$ cat src/design/radial_smoothstep_macros.svh
// Assertion macros shared by the radial smoothstep RTL.
// Expects clk and rst_n in the scope of each use.
`ifndef RADIAL_SMOOTHSTEP_MACROS_SVH
`define RADIAL_SMOOTHSTEP_MACROS_SVH

// Condition holds at every clock edge out of reset.
`define RSMST_ASSERT_ALWAYS(lbl, cond, msg) \
  lbl: assert property (@(posedge clk) disable iff (!rst_n) (cond)) else $error(msg);

// Trigger at one edge implies condition at the next edge.
`define RSMST_ASSERT_NEXT(lbl, trig, cond, msg) \
  lbl: assert property (@(posedge clk) disable iff (!rst_n) (trig) |=> (cond)) else $error(msg);

`endif

$ cat src/design/rsmst_pkg.sv
// Package for the radial smoothstep block: widths, codes, item type, coefficients.
// No dependencies.
package rsmst_pkg;

  localparam int FRAC_BITS_DEF  = 16;
  localparam int POLY_TERMS_DEF = 6;

  localparam int COORD_W   = 24;
  localparam int LEN_W     = 23;
  localparam int CFG_IDX_W = 2;
  localparam int SQ_W      = 2 * COORD_W + 1;
  localparam int ROOT_W    = COORD_W + 1;
  localparam int DIST_W    = LEN_W + 1;

  localparam int QUEUE_DEPTH = 4;
  localparam int QPTR_W      = 2;
  localparam int QCNT_W      = 3;

  localparam logic [LEN_W-1:0] BAND_RESET = LEN_W'(65536);

  typedef enum logic [1:0] {
    CLS_INSIDE  = 2'd0,
    CLS_BAND    = 2'd1,
    CLS_OUTSIDE = 2'd2
  } rsmst_cls_t;

  typedef enum logic [CFG_IDX_W-1:0] {
    REG_CENTER_X     = 2'd0,
    REG_CENTER_Y     = 2'd1,
    REG_INNER_RADIUS = 2'd2,
    REG_BAND_WIDTH   = 2'd3
  } rsmst_reg_t;

  typedef struct packed {
    rsmst_cls_t         cls;
    logic [DIST_W-1:0]  span;
  } rsmst_item_t;

  function automatic int poly_coef(input int i);
    int c;
    case (i)
      0:       c = 6;
      1:       c = -15;
      2:       c = 10;
      default: c = 0;
    endcase
    return c;
  endfunction

endpackage

$ cat src/design/rsmst_fifo.sv
// Short queue of classified words between front and back end.
// Depends on rsmst_pkg and radial_smoothstep_macros.svh.
`include "radial_smoothstep_macros.svh"
module rsmst_fifo (
  input  logic                   clk,
  input  logic                   rst_n,
  input  logic                   push_valid,
  output logic                   push_ready,
  input  rsmst_pkg::rsmst_item_t push_item,
  output logic                   pop_valid,
  input  logic                   pop_ready,
  output rsmst_pkg::rsmst_item_t pop_item
);
  import rsmst_pkg::*;

  rsmst_item_t       mem_r [QUEUE_DEPTH];
  logic [QPTR_W-1:0] wr_ptr_r, rd_ptr_r;
  logic [QCNT_W-1:0] cnt_r;
  logic              push, pop;

  assign push_ready = cnt_r != QCNT_W'(QUEUE_DEPTH);
  assign pop_valid  = cnt_r != '0;
  assign push       = push_valid && push_ready;
  assign pop        = pop_valid && pop_ready;
  assign pop_item   = mem_r[rd_ptr_r];

  always_ff @(posedge clk) begin
    if (push) begin
      mem_r[wr_ptr_r] <= push_item;
    end
  end

  always_ff @(posedge clk) begin
    if (!rst_n) begin
      wr_ptr_r <= '0;
      rd_ptr_r <= '0;
      cnt_r    <= '0;
    end else begin
      if (push) wr_ptr_r <= wr_ptr_r + QPTR_W'(1);
      if (pop)  rd_ptr_r <= rd_ptr_r + QPTR_W'(1);
      if (push && !pop) begin
        cnt_r <= cnt_r + QCNT_W'(1);
      end else if (pop && !push) begin
        cnt_r <= cnt_r - QCNT_W'(1);
      end
    end
  end

  `RSMST_ASSERT_ALWAYS(a_ptr_cnt, QPTR_W'(wr_ptr_r - rd_ptr_r) == cnt_r[QPTR_W-1:0], "queue pointers disagree with count")
  `RSMST_ASSERT_NEXT(a_cnt_up, push && !pop, cnt_r == $past(cnt_r) + QCNT_W'(1), "queue count missed a push")
  `RSMST_ASSERT_NEXT(a_cnt_dn, pop && !push, cnt_r == $past(cnt_r) - QCNT_W'(1), "queue count missed a pop")

endmodule

$ cat config.mk
export PLATFORM = sky130hd
export DESIGN_NAME = rsmst_fifo
export DESIGN_NICKNAME = d
export VERILOG_FILES = /design/src/design/rsmst_pkg.sv /design/src/design/rsmst_fifo.sv
export VERILOG_INCLUDE_DIRS = /design/src /design/src/design
export SDC_FILE = /design/constraint.sdc
export NUM_CORES = 1
export LEC_CHECK = 0
export BUFFER_PORTS_ARGS = -buffer_cell sky130_fd_sc_hd__buf_2
export CORE_MARGIN = 3
export CORE_UTILIZATION = 41
export CTS_CLUSTER_DIAMETER = 120
export DETAILED_ROUTE_END_ITERATION = 7
export PLACE_DENSITY = 0.69
export SLEW_MARGIN = 30
export SYNTH_ARGS = -nofsm -noshare
export SYNTH_HDL_FRONTEND = slang
export SYNTH_SLANG_ARGS = --single-unit
$ cat constraint.sdc
create_clock -name clk -period 2.8 [get_ports clk]
set_input_delay 0.84 -clock clk [delete_from_list [all_inputs] [get_ports clk]]
set_output_delay 0.84 -clock clk [all_outputs]
set_load 0.05 [all_outputs]
* Word level (Yosys, flattened, before mapping)
Memories as Yosys holds them, arrays and structs flattened. A register that Yosys moved wholly into a read port is not among the register bits. Cells that the tools add are included.
Word-level totals: bits in registers 7, memory bits (writable) 104, output and inout bits 28, memories 1
Memories:
- mem_r | depth 4, bits a word 26, rd ports 1, clocked after Yosys merged registers in 1, write ports 1, RTL line rsmst_fifo.sv:16 | rsmst_item_t mem_r [QUEUE_DEPTH];
Cells by class: $add $sub $neg 4, equality and inequality tests 1, mux-type cells 6, reduce and logical (&&, ||, !) cells 8
Operator list (count):
- 3-bit 2-to-1 mux | 2
- 2-bit by 1-bit adder with 2-bit output (second input constant) | 2
- 1-bit logical AND | 4
- 2-bit 2-to-1 mux | 2
- 3-bit by 1-bit adder with 3-bit output (second input constant) | 1
- 3-bit != test (second input constant) | 1
- 3-bit nonzero test | 1
- 3-bit by 1-bit subtractor with 3-bit output (second input constant) | 1
- 1-bit zero test | 2
- 1-bit 2-to-1 mux | 2
- 2-bit nonzero test | 1

* Depth between registers and ports, before layout
depth in word-level cells 6, depth in mapped cells 8, gate-level depth less buffers 8

* Worst setup path before layout
No wires, ideal clock.
path kind in2reg, from input port push_valid, to register cnt_r[2], library setup time 0.076 ns, data arrival time 2.300 ns, required time 2.724 ns, setup slack 0.425 ns, stages on the path 7, buffers on the path 0, path through a21boi_2 > ha_1 > inv_1 > fa_1 > xor2_1 > or3_1 > a21boi_0
Between the ends: longest elaborated chain between the ends 4, elaborated cells between the ends (all ways) 6, classes of those cells mux: 1; reduce/logical: 5
RTL lines:
- start, declared | RTL line rsmst_fifo.sv:7 | input logic push_valid,
- 1-bit logical AND * | RTL line rsmst_fifo.sv:23 | assign push = push_valid && push_ready;
- 1-bit zero test | RTL line rsmst_fifo.sv:43 | end else if (pop && !push) begin
- 1-bit logical AND | RTL line rsmst_fifo.sv:43
- 2-bit nonzero test (no source line)
- end signal, assigned | RTL line rsmst_fifo.sv:42 | cnt_r <= cnt_r + QCNT_W'(1);
- end signal, assigned | RTL line rsmst_fifo.sv:44 | cnt_r <= cnt_r - QCNT_W'(1);
- end, declared | RTL line rsmst_fifo.sv:18 | logic [QCNT_W-1:0] cnt_r;
Mark *: on every way between the ends. The rest lies on a longest branch, timed or not. A chain may end at the register's enable or synchronous reset.

==> PnR_summary.wiki <==
{| class="wikitable"
! Metric !! Value
|-
| Outcome || complete, no violations
|-
| Final setup violation count || 0
|-
| Post-route ant nets || 0
|-
| Inserted Diodes || 0
|-
| Layout net count || 299
|-
| Type of destination of the critical path || output port
|-
| Post-route cell area || 5380 sq um
|-
| Synthesized flop and latch total || 113
|-
| Total detailed-routing wirelength || 7420 um
|-
| HPWL after detailed placement || 4470 um
|-
| Share of synthesized area occupied by flip-flops and latches || 76.9%
|-
| IR Drop Worst-Case VDD || 0.688 mV
|-
| Cells after synthesis || 184
|-
| CP max FO || 10
|-
| Total count of hold-check failures in the final report || 0
|-
| Unrepaired setup endpoints after global routing || no
|-
| DRC violation count after routing || 0
|-
| Maximum number of pins on one net before global-route repair || 27
|-
| Inserted Clock Buffers || 17
|-
| Power per unit of standard cell area || 1120 nW/um^2
|-
| Final-layout setup total negative slack || 0 ps
|-
| Total Die Area || 11,700 sq um
|-
| Area occupied by multi-input gates || 908 sq um
|-
| Placement row count || 36
|-
| Number of I/O port buffers || 57
|-
| Horizontal extent of the die || 108 um
|-
| Final Cycle Share || 97.1%
|-
| Placed standard-cell area || 4750 sq um
|-
| Slew @ Worst Pin || 418 ps
|-
| Cell Count, Final, Fillers Out || 409
|-
| Via count || 2,014
|-
| Maximum operating frequency || 368 MHz
|-
| Kind of critical path || reg -> out
|-
| Type of element launching the critical path || flop
|-
| Avg WL per Cell || 18.1 um
|-
| Latest clock arrival within the worst-skew pair || 500 ps
|-
| Worst Path Arrival || 1880 ps
|-
| Reg clk slew, reported paths || 60 ps
|-
| Sinks on Clock Net || 113
|-
| Setup Skew || 17.2 ps
|-
| Vertical die dimension || 108 um
|-
| DR pass1 iterations || 4
|-
| Worst rel slew slack || 72.1%
|-
| Post-synth net total || 220
|-
| Total GRT Usage || 14.0%
|-
| Number of buffers between clock root and the deepest sink || 2
|-
| Leakage power || 1.89 nW
|-
| First-iteration detailed-routing DRC count || 53
|-
| Initial antenna violation count || 0
|-
| Worst hold slack after final layout || 512 ps
|-
| Mapped Area || 4290 sq um
|-
| Via count of the first global-routing pass || 2,122
|-
| Count of H-tree levels built during CTS || 4
|-
| Core ar. || 9950 sq um
|-
| Placed Instances || 377
|-
| Via/cell ratio || 4.92
|-
| Synthesized area per cell || 23.3 sq um
|-
| Num ports || 58
|-
| Clock period minus worst slack || 2720 ps
|-
| Number of buffers inserted by post-CTS setup repair || 0
|-
| Global placer's final weighted congestion || 0.696
|-
| Required @ worst endpoint || 1960 ps
|-
| First-pass GRT wire length || 11,600 um
|-
| Area overhead of the layout relative to synthesis || 25.4%
|-
| Class of the worst hold path || reg -> reg
|-
| Total number of yosys warnings || 0
|-
| Share of cells above drive strength 1 || 44.2%
|-
| Number of maximum-capacitance constraint violations || 0
|-
| Initial Utilization || 43.1%
|-
| Root Buffer Master || clkbuf_8
|-
| CTS tree || yes
|-
| Max Transition Viols Final || 0
|-
| Worst flop-to-flop path startpoint || cnt_r[0]
|-
| Area of all sequential standard cells || 3300 sq um
|-
| Total congestion overflow after global routing || 0
|-
| Distinct cell type count after synthesis || 25
|-
| Number of inserted filler cells in the final layout || 797
|-
| Worst Hold Launch || wr_ptr_r[1]
|}
[critical path: stages, from the launching register on]
cell and delay, ps:
dfxtp_2 350, buf_6 180, mux4_1 600, buf_2 240
[kinds of logic after synthesis]
logic type	count (synthesis)	share of synthesized area (%)
adders and majority gates	6	1.92
and+or+nand+nor	17	2.13
xor gates and xnor gates	4	0.816
buffers and inverters	10	1.89
muxes	29	14.9
AOI/OAI and AO/OA	5	1.43
DFF	113	76.9
[Yosys cell counts (all sizes together)]
cell | instances | area, sq um
inv | 3 | 11.3
and2 | 8 | 50.1
xor2 | 1 | 8.76
o21ai | 1 | 5.00
mux2i | 3 | 30.0
dfxtp | 9 | 180
ha | 5 | 62.6
or3 | 2 | 12.5
clkbuf | 2 | 8.75
nor2b | 1 | 6.26
o31ai | 1 | 21.3
buf | 5 | 61.3
mux4 | 26 | 608
edfxtp | 104 | 3120
fa | 1 | 20.0
a21boi | 2 | 18.8
xnor2 | 3 | 26.3
nand2 | 5 | 18.8
nor2 | 1 | 3.75
o311ai | 1 | 16.3
[routing by layer]
metal,wire length [um],GRT usage [%]
met1,3210,17.5
met2,3770,22.3
met3,373,5.61
met4,68,5.14
met5,0,0
[timing repair]
action                                  in CTS  in global routing
cloned                                       0                  0
pin swaps                                    0                  0
hold buffers                                 0                  0
endpoints found under the setup margin      11                  4
resized for setup                            2                  1
[registers in the layout (all words and copies together), names as in the netlist, named ones only]
signal / flops
mem_r: 104
cnt_r: 3
rd_ptr_r: 2
wr_ptr_r: 2
[power by group]
group / switching, mW / leakage (nW) / internal [mW]
Combinational: 1.13 / 0.569 / 0.561
Sequential: 0.0891 / 1.03 / 2.06
Clock: 0.757 / 0.289 / 1.45
[final timing paths]
kind / end / slack (ps) / cells after the start
setup / recovery: pop_item[12] / 80 / 3
hold / removal: wr_ptr_r[1] / 510 / 2
setup reg to reg: cnt_r[2] / 670 / 8
hold reg to reg: wr_ptr_r[1] / 510 / 2
[stage by stage]
stage / power [mW] / util, % / worst slack (ps)
4_1_cts: 6.13 / 54.0 / 24.6
6_report: 6.05 / 54.1 / 80.5
3_3_place_gp: 3.85 / 47.7 / 457
3_5_place_dp: 3.88 / 47.7 / 385
5_1_grt: 6.29 / 54.1 / 12.4
2_1_floorplan: 3.54 / - / 425
[cells in the final DEF (no fill, tap or decap), types with 2 or more instances in the layout]
cell,count
edfxtp_1,104
buf_2,57
mux4_2,20
clkbuf_16,16
and2_1,8
dfxtp_1,8
buf_4,8
mux4_1,6
nand2_1,5
ha_1,5
inv_6,4
clkinvlp_4,4
bufinv_16,4
inv_1,3
xnor2_1,3
mux2i_1,3
or3_1,2
clkinv_4,2
[cell type report]
class	count	share of cell area [%]
clock buffers	17	7.69
clock inverters	15	3.84
inverters	3	0.209
multi-input cells	61	16.9
flip-flops and latches	113	61.4
well taps	133	3.09
repair buffers	67	6.90
(Power assumes the default switching activity.)
