## src/design/radial_smoothstep_macros.svh

```systemverilog
// Assertion macros shared by the radial smoothstep RTL.
// Expects clk and rst_n in the scope of each use.
`ifndef RADIAL_SMOOTHSTEP_MACROS_SVH
`define RADIAL_SMOOTHSTEP_MACROS_SVH

// Condition holds at every clock edge out of reset.
`define RSMST_ASSERT_ALWAYS(lbl, cond, msg) \
  lbl: assert property (@(posedge clk) disable iff (!rst_n) (cond)) else $error(msg);

// Trigger at one edge implies condition at the next edge.
`define RSMST_ASSERT_NEXT(lbl, trig, cond, msg) \
  lbl: assert property (@(posedge clk) disable iff (!rst_n) (trig) |=> (cond)) else $error(msg);

`endif

```

## src/design/rsmst_pkg.sv

```systemverilog
// Package for the radial smoothstep block: widths, codes, item type, coefficients.
// No dependencies.
package rsmst_pkg;

  localparam int FRAC_BITS_DEF  = 16;
  localparam int POLY_TERMS_DEF = 6;

  localparam int COORD_W   = 24;
  localparam int LEN_W     = 23;
  localparam int CFG_IDX_W = 2;
  localparam int SQ_W      = 2 * COORD_W + 1;
  localparam int ROOT_W    = COORD_W + 1;
  localparam int DIST_W    = LEN_W + 1;

  localparam int QUEUE_DEPTH = 4;
  localparam int QPTR_W      = 2;
  localparam int QCNT_W      = 3;

  localparam logic [LEN_W-1:0] BAND_RESET = LEN_W'(65536);

  typedef enum logic [1:0] {
    CLS_INSIDE  = 2'd0,
    CLS_BAND    = 2'd1,
    CLS_OUTSIDE = 2'd2
  } rsmst_cls_t;

  typedef enum logic [CFG_IDX_W-1:0] {
    REG_CENTER_X     = 2'd0,
    REG_CENTER_Y     = 2'd1,
    REG_INNER_RADIUS = 2'd2,
    REG_BAND_WIDTH   = 2'd3
  } rsmst_reg_t;

  typedef struct packed {
    rsmst_cls_t         cls;
    logic [DIST_W-1:0]  span;
  } rsmst_item_t;

  function automatic int poly_coef(input int i);
    int c;
    case (i)
      0:       c = 6;
      1:       c = -15;
      2:       c = 10;
      default: c = 0;
    endcase
    return c;
  endfunction

endpackage

```

## src/design/rsmst_front.sv

```systemverilog
// Front end: center offset, squares, pipelined square root, classification.
// Depends on rsmst_pkg.
module rsmst_front (
  input  logic                                 clk,
  input  logic                                 rst_n,
  input  logic                                 in_valid,
  output logic                                 in_ready,
  input  logic [rsmst_pkg::COORD_W-1:0]        in_point_x,
  input  logic [rsmst_pkg::COORD_W-1:0]        in_point_y,
  input  logic [rsmst_pkg::COORD_W-1:0]        center_x,
  input  logic [rsmst_pkg::COORD_W-1:0]        center_y,
  input  logic [rsmst_pkg::LEN_W-1:0]          inner_radius,
  input  logic [rsmst_pkg::LEN_W-1:0]          band_len,
  output logic                                 push_valid,
  input  logic                                 push_ready,
  output rsmst_pkg::rsmst_item_t               push_item
);
  import rsmst_pkg::*;

  localparam int NS = ROOT_W + 4;

  logic [NS-1:0] vld_r;
  logic          adv;

  assign adv      = !vld_r[NS-1] || push_ready;
  assign in_ready = adv;

  always_ff @(posedge clk) begin
    if (!rst_n) begin
      vld_r <= '0;
    end else if (adv) begin
      vld_r <= {vld_r[NS-2:0], in_valid};
    end
  end

  // offset and magnitude
  logic [COORD_W:0]   dx, dy, ndx, ndy;
  logic [COORD_W-1:0] adx_r, ady_r;
  logic [2*COORD_W-1:0] sqx_r, sqy_r;
  logic [SQ_W-1:0]    n_r;

  assign dx  = {in_point_x[COORD_W-1], in_point_x} - {center_x[COORD_W-1], center_x};
  assign dy  = {in_point_y[COORD_W-1], in_point_y} - {center_y[COORD_W-1], center_y};
  assign ndx = ~dx + (COORD_W+1)'(1);
  assign ndy = ~dy + (COORD_W+1)'(1);

  always_ff @(posedge clk) begin
    if (adv) begin
      adx_r <= dx[COORD_W] ? ndx[COORD_W-1:0] : dx[COORD_W-1:0];
      ady_r <= dy[COORD_W] ? ndy[COORD_W-1:0] : dy[COORD_W-1:0];
      sqx_r <= adx_r * adx_r;
      sqy_r <= ady_r * ady_r;
      n_r   <= SQ_W'(sqx_r) + SQ_W'(sqy_r);
    end
  end

  // square root, one result bit per stage
  logic [SQ_W-1:0]   rem_r  [ROOT_W];
  logic [ROOT_W-1:0] root_r [ROOT_W];

  for (genvar k = 0; k < ROOT_W; k++) begin : g_sqrt
    localparam int B = ROOT_W - 1 - k;
    logic [SQ_W-1:0]   rem_in;
    logic [ROOT_W-1:0] root_in;
    logic [SQ_W+1:0]   cand;

    if (k == 0) begin : g_first
      assign rem_in  = n_r;
      assign root_in = '0;
    end else begin : g_next
      assign rem_in  = rem_r[k-1];
      assign root_in = root_r[k-1];
    end

    assign cand = ((SQ_W+2)'(root_in) << (B + 1)) + ((SQ_W+2)'(1) << (2 * B));

    always_ff @(posedge clk) begin
      if (adv) begin
        if ((SQ_W+2)'(rem_in) >= cand) begin
          rem_r[k]  <= rem_in - cand[SQ_W-1:0];
          root_r[k] <= root_in | (ROOT_W'(1) << B);
        end else begin
          rem_r[k]  <= rem_in;
          root_r[k] <= root_in;
        end
      end
    end
  end

  // classify against the band
  logic [ROOT_W-1:0] r, ir, hi, d;
  rsmst_item_t       item_r;

  assign r  = root_r[ROOT_W-1];
  assign ir = ROOT_W'(inner_radius);
  assign hi = ROOT_W'(inner_radius) + ROOT_W'(band_len);
  assign d  = r - ir;

  always_ff @(posedge clk) begin
    if (adv) begin
      item_r.span <= d[DIST_W-1:0];
      if (r < ir) begin
        item_r.cls <= CLS_INSIDE;
      end else if (r > hi) begin
        item_r.cls <= CLS_OUTSIDE;
      end else begin
        item_r.cls <= CLS_BAND;
      end
    end
  end

  assign push_valid = vld_r[NS-1];
  assign push_item  = item_r;

endmodule

```

## config.mk

```make
export PLATFORM = sky130hd
export DESIGN_NAME = rsmst_front
export DESIGN_NICKNAME = d
export VERILOG_FILES = /design/src/design/radial_smoothstep_macros.svh /design/src/design/rsmst_pkg.sv /design/src/design/rsmst_front.sv
export SDC_FILE = /design/constraint.sdc
export NUM_CORES = 2
export LEC_CHECK = 0
export BUFFER_PORTS_ARGS = -buffer_cell sky130_fd_sc_hd__buf_2
export CAP_MARGIN = 40
export CORE_MARGIN = 3
export CORE_UTILIZATION = 55
export DETAILED_ROUTE_END_ITERATION = 10
export PLACE_DENSITY_LB_ADDON = 0.08
export SKIP_LAST_GASP = 1
export SYNTH_ARGS = -nofsm -noshare
export SYNTH_HDL_FRONTEND = slang
export SYNTH_SLANG_ARGS = --single-unit
```

## constraint.sdc

```tcl
create_clock -name clk -period 54.7 [get_ports clk]
set_input_delay 2.735 -clock clk [delete_from_list [all_inputs] [get_ports clk]]
set_output_delay 2.735 -clock clk [all_outputs]
set_load 0.005 [all_outputs]
```

Yosys cells after proc, flatten, opt, wreduce, memory -nomap -nowiden
Memory sizes are Yosys's and may differ from the RTL's.
Index checks and enable logic that the tools add are counted.
{ "word_totals": {"ff_bits": 248, "ramBits": 1850, "in_bits": 146, "out_inout_bits": 28, "wordCells": 352, "mem_count": 2} }
{ "memory_table": {"columns": ["memory", "depth", "width", "read_ports", "rd_ports_with_merged_regs", "write_ports", "line", "rtl"], "rows": [
  ["rem_r", 25, 49, 24, 0, 25, "rsmst_front.sv:58", "logic [SQ_W-1:0] rem_r [ROOT_W];"],
  ["root_r", 25, 25, 25, 0, 25, "rsmst_front.sv:59", "logic [ROOT_W-1:0] root_r [ROOT_W];"]
]} }
{ "classes": {"add_sub_neg": 56, "mul": 2, "order_cmp": 27, "muxes": 203, "bitwise_logic": 52, "reduce_logical": 2} }
{ "op_table": {"columns": ["operator", "n"], "rows": [
  ["$mux W49", 25],
  ["$mux W25", 25],
  ["$mux W1", 150],
  ["$sub A49 B49 Y49", 2],
  ["$mul A24 B24 Y48", 2],
  ["$add A49 B47 Y50 const B", 1],
  ["$ge A49 B50 Y1", 1],
  ["$or A1 B1 Y1", 50],
  ["$sub A24 B24 Y25", 2],
  ["$add A48 B45 Y49 const B", 1],
  ["$add A48 B48 Y49", 1],
  ["$ge A49 B27 Y1", 1],
  ["$ge A49 B28 Y1", 1],
  ["$ge A49 B29 Y1", 1],
  ["$ge A49 B30 Y1", 1],
  ["$ge A49 B31 Y1", 1],
  ["$ge A49 B32 Y1", 1],
  ["$ge A49 B33 Y1", 1],
  ["$ge A49 B34 Y1", 1],
  ["$ge A49 B35 Y1", 1],
  ["$ge A49 B36 Y1", 1],
  ["$ge A49 B37 Y1", 1],
  ["$ge A49 B38 Y1", 1],
  ["$ge A49 B39 Y1", 1],
  ["66 further kinds", 69]
]} }

Logic depth before layout (Yosys ltp)
An unclocked memory read counts as a cell.
{ "depth": {"ltp_word": 7, "depth_mapped": 30, "depth_no_buf": 28} }

Worst setup path before layout
OpenSTA, ideal clock, no wires.
{ "synth_timing": {"path_type": "input port to output port", "startpoint": "input port push_ready", "endpoint": "output port in_ready", "t_arrival_ns": 48.042, "required_ns": 51.965, "path_slack_ns": 3.923, "path_stages": 4, "n_path_buf": 2, "cell_sequence": "nor2b_1 > clkbuf_1 > inv_1 > clkbuf_1"} }
{ "synth_via": {"elab_chain_len": 1} }
{ "synth_lines": {"columns": ["item", "line", "rtl"], "rows": [
  ["start: declaration", "rsmst_front.sv:15", "input logic push_ready,"],
  ["$logic_or A1 B1 Y1", "rsmst_front.sv:25", "assign adv = !vld_r[NS-1] || push_ready;"],
  ["end: declaration", "rsmst_front.sv:7", "output logic in_ready,"]
]} }
No other way between the ends.

Final worst setup path
{ "layout_timing": {"startpoint": "register ady_r[12]", "endpoint": "register sqy_r[37], data pin"} }
{ "layout_via": {"elab_chain_len": 1} }
{ "layout_lines": {"columns": ["item", "line", "rtl"], "rows": [
  ["start: declaration", "rsmst_front.sv:38", "logic [COORD_W-1:0] adx_r, ady_r;"],
  ["start signal: assignment", "rsmst_front.sv:50", "ady_r <= dy[COORD_W] ? ndy[COORD_W-1:0] : dy[COORD_W-1:0];"],
  ["$mul A24 B24 Y48", "rsmst_front.sv:52", "sqy_r <= ady_r * ady_r;"],
  ["end signal: assignment", "rsmst_front.sv:52", null],
  ["end: declaration", "rsmst_front.sv:39", "logic [2*COORD_W-1:0] sqx_r, sqy_r;"]
]} }
No other way between the ends.
A chain may end at the register's enable or synchronous reset.

==> qor.yml <==
outcome: "complete, no violations"
nets: 12500
dp_hpwl_um: 206000
drtPass1Iterations: 7
finalClockSkew_ps: 33.8
setup_viol: 0
grt_pass1_vias: 77800
synth-xor-area-share: 0.0531
synth_compound_area_frac: 0.0840
insertion_delay_ps: 820
syn-num-nets: 12200
drive_gt1_frac: 0.0659
drc: 0
path_class: "reg2reg"
cp.required_ps: 55260
critPathLaunch: "ady_r[12]"
routed_wirelength_um: 266000
numCtsBuffers: 185
synth.area.mux_share: 0.00649
portBuffers: 173
via_count: 75900
r2r_end: "sqy_r[37]"
track_usage: 0.245
grt_setup_unrepaired: "no"
clock.fmax_mhz: 119
num-fill-cells: 17300
slowest_delay_ps: 590
period_needed_ps: 8370
ys_seq_area_frac: 0.444
worstSetupPathDepth: 26
synth_area_per_cell_um2: 11.3
hold_class: "reg2reg"
cp_common_cell: "fa_1"
synth_top_cell_by_area: "edfxtp_1"
area_delta_synth_final_pct: 9.38
grt_max_degree: 165
endpoint_kind: "register"
hold-worst-slack_ps: 416
cts_resized: 0
die_h_um: 468
via_per_inst: 5.57
fin_setup_tns_ps: 0
tritoncts: "built"
finalNonFillerCells: 13600
yosysWarningCount: 0
core_area_um2: 212000
crit_buf_inv: 6
antenna_found_initial: 2
post-route-period-util: 0.153
max-cap-violations: 0
max-slew-margin-rel: 0.340
synth.area.top_cells: "edfxtp_1, fa_1, ha_1"
synth_edf_count: 1718
synth-simple-area-share: 0.114
synth_seq_cells: 1747
reg2reg_depth: 26
overflow: 0
dieArea_um2: 219000
async_reset_ff_frac: 0
synth_top_cell_area_share: 0.439
r2r-start: "ady_r[12]"
fp-row-count: 169
synthCells: 10400
cts_sinks: 1747
die_width_um: 468
synth_fa_ha_area_frac: 0.237
crit_slowest_cell: "fa_1"
ctsHoldBuffers: 0
crit_path_start_kind: "register"
htree_levels: 4
gp_congestion: 0.904
cts_setup_buffers: 0
synthDistinctLibCells: 93
min_to: "rem_r[0][34]"
synth_area_um2: 118000
grt_pass1_wl_um: 423000
initial_core_util: 0.554
cts.clk_slew.worst_paths_ps: 70
final_hold_viol_count: 0
ctsLongestPathBuffers: 3
critPathTopFamily: "adder cells"
cp_max_fo: 15
placed_cells: 13300
pin_count: 174
r2r_slack_ps: 46330
hp-start: "g_sqrt[0].rem_in[34]"
ant_nets: 0
worst_slew_pin_slew_ps: 965
holdPathStages: 0
clockRootBuffer: "clkbuf_16"
cp.arrival_ps: 8930
synthFlopType: "edfxtp_1"
drtIter0Drc: 4977
post_drt_wl_per_cell_um: 19.5
drv_slew: 0
synth_top_family_by_area: "adder cells"
==> area by class of cell <==
type | count | area [µm²] | area share
Sequential cell | 1747 | 52200 | 0.406
Clock inverter | 129 | 1440 | 0.0112
Multi-Input combinational cell | 6698 | 58200 | 0.453
Clock buffer | 212 | 4750 | 0.0370
Timing Repair Buffer | 282 | 1970 | 0.0153
Antenna cell | 2 | 5.00 | 0.0000389
Inverter | 1729 | 6500 | 0.0505
Tap cell | 2821 | 3530 | 0.0275
==> Yosys cell counts, drive strengths merged, types with 122 or more instances <==
cell    instances
a21o          200
a21oi         415
and2          269
clkbuf        185
edfxtp       1718
fa            852
ha            862
inv          1728
nand2         789
nand3         122
nor2          472
nor3          224
nor4          210
o21a          124
o21ai         351
xnor2         400
xor2          313
==> flip-flops by register name (all words and copies together) (netlist names) <==
register,flops
root_r,325
sqx_r,47
adx_r,24
vld_r,29
g_sqrt.rem_in,49
sqy_r,47
push_item,26
rem_r,1176
ady_r,24
==> layer usage <==
metal	vias to the layer above	GRT usage	share of wire
met5	-	0	0
met4	0	0.0757	0.030
met3	431	0.0270	0.039
met2	1604	0.445	0.52
met1	37700	0.307	0.41
li1	36100	-	-
==> cells in the final DEF, fill, tap and decap left out, drive strengths merged, types with 74 or more instances in the layout <==
master / n
xnor2: 400
clkbuf: 212
a21boi: 74
nor3: 224
nand2b: 96
o21ai: 351
xor2: 313
edfxtp: 1718
nand4: 94
inv: 1741
nor2b: 105
clkinv: 78
nor4: 210
o21a: 124
and2: 269
nand3: 122
ha: 862
fa: 852
nand2: 789
nor2: 472
a21o: 200
buf: 282
a21oi: 415
==> logic make-up (layout without fill, tap and decap cells) <==
| group | after synthesis | after routing |
|---|---|---|
| compound gates | 1543 | 1543 |
| xor+xnor | 713 | 713 |
| fa+ha+maj | 1714 | 1714 |
| buf+inv | 1933 | 2352 |
| flops | 1747 | 1747 |
| mux | 69 | 69 |
| other cells | 0 | 2 |
| simple gates | 2659 | 2659 |
==> worst reg2reg max path: stages (launching register included) <==
cell and delay, ps:
edfxtp_1 580, buf_4 320, nand2_1 130, fa_1 590, inv_1 70, fa_1 530, inv_1 60, fa_1 540
inv_1 60, fa_1 410, fa_1 470, fa_1 560, inv_1 60, fa_1 530, inv_1 40, ha_1 350
and4_1 230, nand2b_1 80, nand2b_1 60, a221oi_1 590, a21boi_0 260, o2111ai_1 480, nand3_1 200, a21boi_0 470
o21ai_0 170, a21oi_1 190, xnor2_1 80
==> metrics by stage <==
stage          utilization  setup WS [ps]  instance area (µm²)
6_report             0.606          46330               129000
5_1_grt              0.606          45920               129000
4_1_cts              0.606          46390               129000
3_5_place_dp         0.576          46420               122000
3_3_place_gp         0.574          46520               122000
2_1_floorplan            -           3920               118000
==> worst max-delay path by stage <==
stage                endpoint  slack [ps]
floorplan            in_ready        3920
global placement    sqy_r[37]       46520
detailed placement  sqy_r[37]       46420
CTS                 sqy_r[37]       46390
global route        sqy_r[37]       45920
finish              sqy_r[37]       46330
Power is left out: the tool's default activity adds up to more than one toggle a clock period on the data nets, which glitch-free logic cannot reach.
